File: config.mk
export PLATFORM = sky130hd
export DESIGN_NAME = edit_distance_unit_core
export DESIGN_NICKNAME = d
export VERILOG_FILES = /design/src/design/edu_pkg.sv /design/src/design/edu_head.sv /design/src/design/edu_cell.sv /design/src/design/edit_distance_unit_core.sv
export SDC_FILE = /design/constraint.sdc
export NUM_CORES = 2
export LEC_CHECK = 0
export ABC_AREA = 1
export BUFFER_PORTS_ARGS = -buffer_cell sky130_fd_sc_hd__buf_4
export CORE_UTILIZATION = 32
export CTS_CLUSTER_DIAMETER = 100
export DETAILED_ROUTE_END_ITERATION = 12
export SLEW_MARGIN = 10
export SYNTH_ARGS = -nofsm -noshare
export SYNTH_HDL_FRONTEND = slang
export SYNTH_SLANG_ARGS = --single-unit
File: constraint.sdc
create_clock -name clk -period 36.3 [get_ports clk]
set_input_delay 3.63 -clock clk [delete_from_list [all_inputs] [get_ports clk]]
set_output_delay 3.63 -clock clk [all_outputs]
set_load 0.005 [all_outputs]
File: src/design/edu_pkg.sv
// Shared types and constants for the edit distance unit.
package edu_pkg;

  localparam int unsigned DW = 8;
  localparam int unsigned MAX_CAND_LEN = 255;
  localparam logic [DW-1:0] CAND_LIMIT =
      (MAX_CAND_LEN > 255) ? 8'd255 : DW'(MAX_CAND_LEN);
  localparam logic [DW-1:0] DIST_MAX = 8'hFF;

  localparam logic [1:0] REG_QUERY_LENGTH = 2'd0;
  localparam logic [1:0] REG_QUERY_LOW    = 2'd1;
  localparam logic [1:0] REG_QUERY_HIGH   = 2'd2;

  // One candidate item as it moves along the row of cells.
  typedef struct packed {
    logic          vld;
    logic          upd;
    logic [DW-1:0] ch;
    logic          last;
    logic          ovf;
    logic [DW-1:0] score;
  } edu_tok_t;

endpackage

File: src/design/edu_head.sv
// Front stage: candidate byte counter, overflow tracking and column zero.
module edu_head import edu_pkg::*; (
  input  logic          clk,
  input  logic          rst,
  input  logic          clr,
  input  logic          adv,
  input  logic          acc,
  input  logic [DW-1:0] cand_byte,
  input  logic          byte_valid,
  input  logic          last_byte,
  output edu_tok_t      tok_out,
  output logic [DW-1:0] left_out,
  output logic [DW-1:0] diag_out
);

  logic [DW-1:0] cnt;
  logic          ovf_seen;
  logic          take;
  logic          over;
  logic          upd;
  logic [DW-1:0] cnt_next;
  logic          ovf_next;

  always_comb begin
    take     = acc & byte_valid & ~ovf_seen;
    over     = take & (cnt >= CAND_LIMIT);
    upd      = take & ~over;
    cnt_next = upd ? cnt + 8'd1 : cnt;
    ovf_next = ovf_seen | over;
  end

  always_ff @(posedge clk) begin
    if (rst || clr) begin
      cnt         <= '0;
      ovf_seen    <= 1'b0;
      tok_out.vld <= 1'b0;
    end else if (adv) begin
      tok_out.vld   <= acc;
      tok_out.upd   <= upd;
      tok_out.ch    <= cand_byte;
      tok_out.last  <= last_byte;
      tok_out.ovf   <= ovf_next;
      tok_out.score <= cnt_next;
      left_out      <= cnt_next;
      diag_out      <= cnt;
      if (acc && last_byte) begin
        cnt      <= '0;
        ovf_seen <= 1'b0;
      end else begin
        cnt      <= cnt_next;
        ovf_seen <= ovf_next;
      end
    end
  end

endmodule

File: src/design/edu_cell.sv
// One cell of the distance row: holds the entry for one query prefix.
module edu_cell import edu_pkg::*; #(
  parameter int unsigned IDX = 1,
  parameter int unsigned LW  = 5
) (
  input  logic          clk,
  input  logic          rst,
  input  logic          clr,
  input  logic          adv,
  input  logic [LW-1:0] eff_len,
  input  logic [DW-1:0] qbyte,
  input  edu_tok_t      tok_in,
  input  logic [DW-1:0] left_in,
  input  logic [DW-1:0] diag_in,
  output edu_tok_t      tok_out,
  output logic [DW-1:0] left_out,
  output logic [DW-1:0] diag_out
);

  localparam logic [DW-1:0] INIT = DW'(IDX);

  logic [DW-1:0] d;
  logic [DW-1:0] m;
  logic [DW-1:0] nv;
  logic          upd;
  logic [DW-1:0] after;
  edu_tok_t      tok_next;

  always_comb begin
    m = (d < left_in) ? d : left_in;
    m = (diag_in < m) ? diag_in : m;
    if (tok_in.ch == qbyte) begin
      nv = diag_in;
    end else begin
      nv = (m == DIST_MAX) ? DIST_MAX : m + 8'd1;
    end
    upd   = tok_in.vld & tok_in.upd;
    after = upd ? nv : d;
    tok_next = tok_in;
    if (eff_len == LW'(IDX)) begin
      tok_next.score = after;
    end
  end

  always_ff @(posedge clk) begin
    if (rst || clr) begin
      d           <= INIT;
      tok_out.vld <= 1'b0;
    end else if (adv) begin
      tok_out  <= tok_next;
      left_out <= after;
      diag_out <= d;
      // The last item of a word leaves the entry ready for the next word.
      if (tok_in.vld && tok_in.last) begin
        d <= INIT;
      end else begin
        d <= after;
      end
    end
  end

endmodule

File: src/design/edit_distance_unit_core.sv
// Top level of the edit distance unit: configuration, cell row and output register.
//
// Levenshtein distance between a configured query word (up to MAX_QUERY_LEN
// bytes) and a stream of candidate words. The query is set on the cfg port:
// index 0 is the query length, 1 and 2 hold query bytes 0..7 and 8..15.
// A write to index 0, 1 or 2 restarts the current word; write only while the block is idle.
// Input s_*: one candidate byte per transfer, tuser[0] flags a real byte,
// tlast ends the word. A word with no bytes is a single transfer with
// tuser[0] low and tlast high.
// Output m_*: one transfer per word, carrying the distance; tuser[0] is set
// when the word exceeded 255 bytes, and the distance then reads 255.
// Throughput: one byte per cycle while the output is not stalled. The byte
// ripples from the head stage down a row of MAX_QUERY_LEN cells, and the
// result for a word is then held in the output register.
// When the receiver holds m_tready low with a result waiting, the whole row
// stalls and s_tready drops. Reset clears the row to 0..n, the query to
// empty and the output valid flag.
module edit_distance_unit_core import edu_pkg::*; #(
  parameter int unsigned MAX_QUERY_LEN = 16
) (
  input  logic          clk,
  input  logic          rst,
  input  logic          cfg_we,
  input  logic [1:0]    cfg_index,
  input  logic [63:0]   cfg_data,
  input  logic          s_tvalid,
  output logic          s_tready,
  input  logic [7:0]    s_tdata,   // [7:0] cand_byte
  input  logic [0:0]    s_tuser,   // [0] byte_valid
  input  logic          s_tlast,   // last_byte
  output logic          m_tvalid,
  input  logic          m_tready,
  output logic [7:0]    m_tdata,   // [7:0] edit_distance
  output logic [0:0]    m_tuser    // [0] length_overflow
);

  localparam int unsigned N  = MAX_QUERY_LEN;
  localparam int unsigned LW = $clog2(N + 1);

  logic [LW-1:0] eff_len;
  logic [63:0]   qlo;
  logic [63:0]   qhi;
  logic          clr;
  logic          adv;
  logic          acc;

  edu_tok_t      tok  [0:N];
  logic [DW-1:0] left [0:N];
  logic [DW-1:0] diag [0:N];

  assign clr      = cfg_we && (cfg_index == REG_QUERY_LENGTH ||
                               cfg_index == REG_QUERY_LOW ||
                               cfg_index == REG_QUERY_HIGH);
  assign adv      = ~m_tvalid | m_tready;
  assign s_tready = adv;
  assign acc      = s_tvalid & adv;

  always_ff @(posedge clk) begin
    if (rst) begin
      eff_len <= '0;
      qlo     <= '0;
      qhi     <= '0;
    end else if (cfg_we) begin
      case (cfg_index)
        REG_QUERY_LENGTH: begin
          // Lengths above the row size are clamped.
          if ({1'b0, cfg_data[4:0]} > 6'(N)) begin
            eff_len <= LW'(N);
          end else begin
            eff_len <= LW'(cfg_data[4:0]);
          end
        end
        REG_QUERY_LOW:  qlo <= cfg_data;
        REG_QUERY_HIGH: qhi <= cfg_data;
        default: ;
      endcase
    end
  end

  edu_head u_head (
    .clk        (clk),
    .rst        (rst),
    .clr        (clr),
    .adv        (adv),
    .acc        (acc),
    .cand_byte  (s_tdata),
    .byte_valid (s_tuser[0]),
    .last_byte  (s_tlast),
    .tok_out    (tok[0]),
    .left_out   (left[0]),
    .diag_out   (diag[0])
  );

  for (genvar j = 1; j <= N; j++) begin : g_cell
    logic [DW-1:0] qb;
    if (j - 1 < 8) begin : g_lo
      assign qb = qlo[8*(j-1) +: 8];
    end else if (j - 1 < 16) begin : g_hi
      assign qb = qhi[8*(j-9) +: 8];
    end else begin : g_zero
      assign qb = '0;
    end

    edu_cell #(.IDX(j), .LW(LW)) u_cell (
      .clk      (clk),
      .rst      (rst),
      .clr      (clr),
      .adv      (adv),
      .eff_len  (eff_len),
      .qbyte    (qb),
      .tok_in   (tok[j-1]),
      .left_in  (left[j-1]),
      .diag_in  (diag[j-1]),
      .tok_out  (tok[j]),
      .left_out (left[j]),
      .diag_out (diag[j])
    );
  end

  always_ff @(posedge clk) begin
    if (rst) begin
      m_tvalid <= 1'b0;
    end else if (adv) begin
      m_tvalid   <= tok[N].vld & tok[N].last;
      m_tdata    <= tok[N].ovf ? DIST_MAX : tok[N].score;
      m_tuser[0] <= tok[N].ovf;
    end
  end

endmodule

-- After elaboration in Yosys (flattened, before gate mapping)
Index checks and enable logic that the tools add are counted.
- bitwise gates (word level): 29
- add/sub/neg operators: 17
- reduce and logical (&&, ||, !) cells: 27
- mux-type cells: 116
- equal/unequal tests: 50
- magnitude comparators: 34
- operators with widths (kind ; number):
    8-bit two-way mux ; 114
    8-bit less-than comparator ; 32
    8-bit by 1-bit adder with 8-bit output, second input constant ; 17
    8-bit == test ; 16
    8-bit == test, second input constant ; 16
    5-bit by 4-bit == test with 1-bit output, second input constant ; 8
    1-bit AND ; 22
    5-bit by 3-bit == test with 1-bit output, second input constant ; 4
    1-bit logical AND ; 18
    5-bit by 2-bit == test with 1-bit output, second input constant ; 2
    2-bit AND reduction ; 5
    8-bit greater-or-equal comparator, second input constant ; 1
    5-bit by 1-bit == test with 1-bit output, second input constant ; 1
    5-bit == test, second input constant ; 1
    5-bit > comparator, second input constant ; 1
    5-bit two-way mux ; 1
    1-bit inverter ; 5
    1-bit logical OR ; 3
    2-bit by 1-bit == test with 1-bit output, second input constant ; 1
    2-bit == test, second input constant ; 1
    2-bit logical NOT ; 1
    1-bit bitwise OR ; 2
    1-bit two-way mux ; 1
- logic and storage cells: 428
- register bits: 859
- input bits: 81
- output and inout port bits: 11

-- Logic depth before layout (Yosys ltp)
- word-level depth: 10
- depth in mapped cells: 33
- gate-level depth less buffers: 32

-- Cells and area by module
Synthesis repeated with hierarchy kept, for this count alone.
- cell total of the unflattened synthesis: 6097
- area, all modules: 49922.9 um^2
- modules (own cells, without submodules) (module ; area each (um^2) ; sequential area each (um^2) ; cells each ; instances):
    edit_distance_unit_core ; 5879.4 ; 2952.8 ; 881 ; 1
    edu_cell (g_cell[11].u_cell) ; 2707.6 ; 1231.2 ; 315 ; 1
    edu_cell (g_cell[1].u_cell) ; 2688.8 ; 1231.2 ; 317 ; 1
    edu_cell (g_cell[5].u_cell) ; 2673.8 ; 1231.2 ; 319 ; 1
    edu_cell (g_cell[3].u_cell) ; 2667.6 ; 1231.2 ; 316 ; 1
    edu_cell (g_cell[6].u_cell) ; 2665.1 ; 1231.2 ; 319 ; 1
    edu_cell (g_cell[2].u_cell) ; 2660.1 ; 1231.2 ; 317 ; 1
    edu_cell (g_cell[4].u_cell) ; 2656.3 ; 1231.2 ; 317 ; 1
    edu_cell (g_cell[16].u_cell) ; 2643.8 ; 1231.2 ; 322 ; 1
    edu_cell (g_cell[7].u_cell) ; 2643.8 ; 1231.2 ; 318 ; 1
    edu_cell (g_cell[13].u_cell) ; 2642.5 ; 1231.2 ; 316 ; 1
    edu_cell (g_cell[14].u_cell) ; 2641.3 ; 1231.2 ; 316 ; 1
    edu_cell (g_cell[15].u_cell) ; 2640.0 ; 1231.2 ; 318 ; 1
    edu_cell (g_cell[9].u_cell) ; 2640.0 ; 1231.2 ; 316 ; 1
    +4 rows ; - ; - ; - ; -

-- Worst setup path after synthesis
Ideal clock, no wire load.
- path type: input to register
- from: input m_tready
- to: register g_cell[10].u_cell.diag_out[0], enable pin
- cell stages on the path: 5
- buffers on the path: 3
- setup slack: 7.240 ns
- library setup time: 1.504 ns
- data arrival time: 27.556 ns
- data required time: 34.796 ns
- path through: nor2_1 clkbuf_1 clkbuf_1 clkbuf_1 nor2_1
- word-level cells in the longest chain between the ends: 2
- RTL lines (what ; RTL line ; source):
    start: declaration ; edit_distance_unit_core.sv:32 ; input logic m_tready,
    1-bit bitwise OR ; edit_distance_unit_core.sv:54 ; assign adv = ~m_tvalid | m_tready;
    2-bit AND reduction (no line) ; - ;
    end signal: assignment ; edu_cell.sv:52 ; diag_out <= d;
    end: declaration ; edu_cell.sv:17 ; output logic [DW-1:0] diag_out
No other way between the ends.
A chain may end at the register's enable or synchronous reset.

-- Final worst setup path
- from: input m_tready
- to: output s_tready
- word-level cells in the longest chain between the ends: 1
- RTL lines (what ; RTL line ; source):
    1-bit bitwise OR ; edit_distance_unit_core.sv:54 ;
    end: declaration ; edit_distance_unit_core.sv:27 ; output logic s_tready,
No other way between the ends.

==> flow_summary.yaml <==
setup_path:
  crit_chain: "buf_4, nor2_4, buf_4, inv_2, buf_4, buf_4"
  crit_cells: 6
  worst-setup-path-type: "in2out"
  crit_fanout: 52
  crit_arrival_ns: 5.00
  crit_path_frequent_cell: "buf_4"
  r2r.worst_path.cells: 21
  cp-start-kind: "input pin"
  critPathRequiredTime_ns: 32.67
  reg2reg_slack_ns: 31.69
  critPathTopFamily: "buffers and inverters"
  slowest_stage: "buf_4"
  crit_buf_inv: 5
  cp-end-kind: "output port"
  max_stage_delay_ns: 0.64
sta:
  final.setup.tns_ns: 0
  min_period_ns: 8.627
  fmax_ghz: 0.1159
  rsz0062_at_grt: "false"
  relSlewSlack_pct: 20.12
  tightest_slew_ns: 1.194
  holdWs_ns: 0.3978
  hold_violations: 0
  setup_viol: 0
  finalClockSkew_ns: 0.03097
  slew_viol_final: 0
  fin_crit_sh_pct: 23.77
floorplan:
  rows: 139
  start_util_pct: 32.31
  coreArea_um2: 143800
  io_pins: 92
  die-area_um2: 146800
  die_h_um: 383.1
  die_w_um: 383.1
cts:
  cts_hold_buffers: 0
  cts_buffers: 90
  clock_latency_ns: 0.69
  clk_path_buf_depth: 3
  cts_resized: 0
  ctsRootBufferMaster: "clkbuf_16"
  htreeDepth: 3
  clock_sinks: 859
  clkTransAtPathRegs_ns: 0.06
  post-cts-setup-buffer-count: 0
  cts_tree: "yes"
logic_synthesis:
  synth_area_leader_cell: "edfxtp_1"
  synthAdderAreaFrac_pct: 6.488
  ys_warn_count: 0
  synth_compound_gate_area_share_pct: 10.89
  synth-seq-area-share_pct: 49.30
  synth_nets: 5894
  synth_mux_area_share_pct: 0
  synth_top_area_share_pct: 36.89
  synth_top_family_by_area: "simple AND/OR/NAND/NOR gates"
  synth_cells: 5572
  synth_area_leaders: "edfxtp_1, nand2_1, dfxtp_1"
  syn_area_per_cell_um2: 8.341
  synth-seq-cells: 859
  synth_area_um2: 46470
  synth-simple-area-share_pct: 24.72
  ys_types: 43
  synth_xor_area_share_pct: 1.866
finish:
  area_delta_synth_final_pct: 12.58
  final_cell_mix: "nand2_1, inv_1, edfxtp_1"
  layout_commonest_cell: "nand2_1"
  fin_nets: 5980
  fin_area_um2: 52320
  stdcell_count: 7642
  layout-drive-gt1-share_pct: 10.63
job:
  drv_cap: 0
placed_design:
  place_area_um2: 49290
  dp.cells: 7469
  hpwl_mm: 88.49
  portBuffers: 91
  gp_congestion: 0.8840
global_routing:
  grt_pass1_wl_mm: 187.3
  track_usage_pct: 15.90
  grt-ovfl-total: 0
  grt_pass1_vias: 34370
  grt_max_degree: 186
  antenna_found_initial: 1
power:
  p_leak_nw: 22.56
  power.density_nw_per_um2: 42.60
  peakVddDrop_uv: 37.51
route:
  wl_mm: 118.5
  wl_per_cell_um: 15.50
  vias: 36410
  ant_nets: 0
  initialDrtViolationCount: 2459
  drcViolationCount: 10
  dr.pass1.iters: 10
  avgViaCountPerCell: 4.764
run_status:
  status: "finished, violations left"
  violations: "DRC"
min_path:
  hp-class: "reg2reg"
  whs_path_depth: 0
## state kept, by name, summed over array words and instances, names as in the netlist
register and flops:
g_cell.u_cell.left_out 120, u_head.tok_out 20, eff_len 5, u_head.ovf_seen 1, g_cell.u_cell.diag_out 120, g_cell.u_cell.tok_out 311
qlo 64, m_tuser 1, qhi 64, g_cell.u_cell.d 128, m_tdata 8, m_tvalid 1
u_head.diag_out 8, u_head.cnt 8
## final cells by class
type,count,area (um2)
well taps,1903,2381
fillers,14590,91510
diodes,3,7.507
multi-input cells,3882,20470
repair buffers,111,845.8
inverters,714,2680
flip-flops and latches,859,22910
clock buffers,131,2591
clock inverters,39,431.7
## stage by stage
stage,util (%),total power [W],setup slack (ns)
finish,36.38,0.002229,27.67
global route,36.37,0.002314,27.63
CTS,36.37,0.002250,27.67
detailed placement,34.27,0.001309,27.70
global placement,34.27,0.001305,27.69
floorplan,-,0.001280,7.240
## power by group
part | switching, W | total, W | internal [W] | leakage (nW)
combinational | 0.000121 | 0.000182 | 0.0000618 | 13.5
sequential | 0.0000229 | 0.00111 | 0.00108 | 7.62
clock | 0.000403 | 0.000940 | 0.000537 | 1.46
## synthesized netlist by cell type (all sizes together)
| cell type | n |
|---|---|
| clkbuf | 104 |
| nor3b | 8 |
| nor4 | 11 |
| o21a | 17 |
| xnor2 | 17 |
| a22oi | 1 |
| inv | 712 |
| o41ai | 1 |
| o211ai | 6 |
| o22ai | 1 |
| o21ai | 420 |
| a31oi | 86 |
| edfxtp | 571 |
| buf | 13 |
| and2 | 1 |
| ha | 241 |
| clkinv | 2 |
| nor3 | 8 |
| nand3 | 292 |
| nor2 | 423 |
| nand3b | 23 |
| a21oi | 324 |
| nand4 | 19 |
| a211oi | 18 |
| o21bai | 16 |
| xor2 | 82 |
| dfxtp | 288 |
| nand2 | 1740 |
| or2 | 111 |
| a221oi | 16 |
## routing by layer
layer | up-vias | wire, um | track usage (%)
li1 | 18550 | - | -
met1 | 17070 | 55580 | 21.50
met2 | 645 | 55210 | 26.56
met3 | 145 | 5060 | 2.316
met4 | 0 | 2611 | 3.852
met5 | - | 0 | 0
## path summary, 6_finish.rpt
kind                                                 end                                    from
hold reg to reg   g_cell[15].u_cell.tok_out[8]$_DFFE_PP_  g_cell[14].u_cell.tok_out[8]$_DFFE_PP_
setup reg to reg   g_cell[6].u_cell.tok_out[0]$_DFFE_PP_  g_cell[5].u_cell.left_out[5]$_DFFE_PP_
setup / recovery                                s_tready                                m_tready
hold / removal    g_cell[15].u_cell.tok_out[8]$_DFFE_PP_  g_cell[14].u_cell.tok_out[8]$_DFFE_PP_
## cell families after synthesis
family | count (synthesis)
and+or+nand+nor | 2636
AOI/OAI and AO/OA | 906
DFF | 859
buffers and inverters | 831
adders and majority gates | 241
xor gates and xnor gates | 99
(Power assumes the default switching activity.)
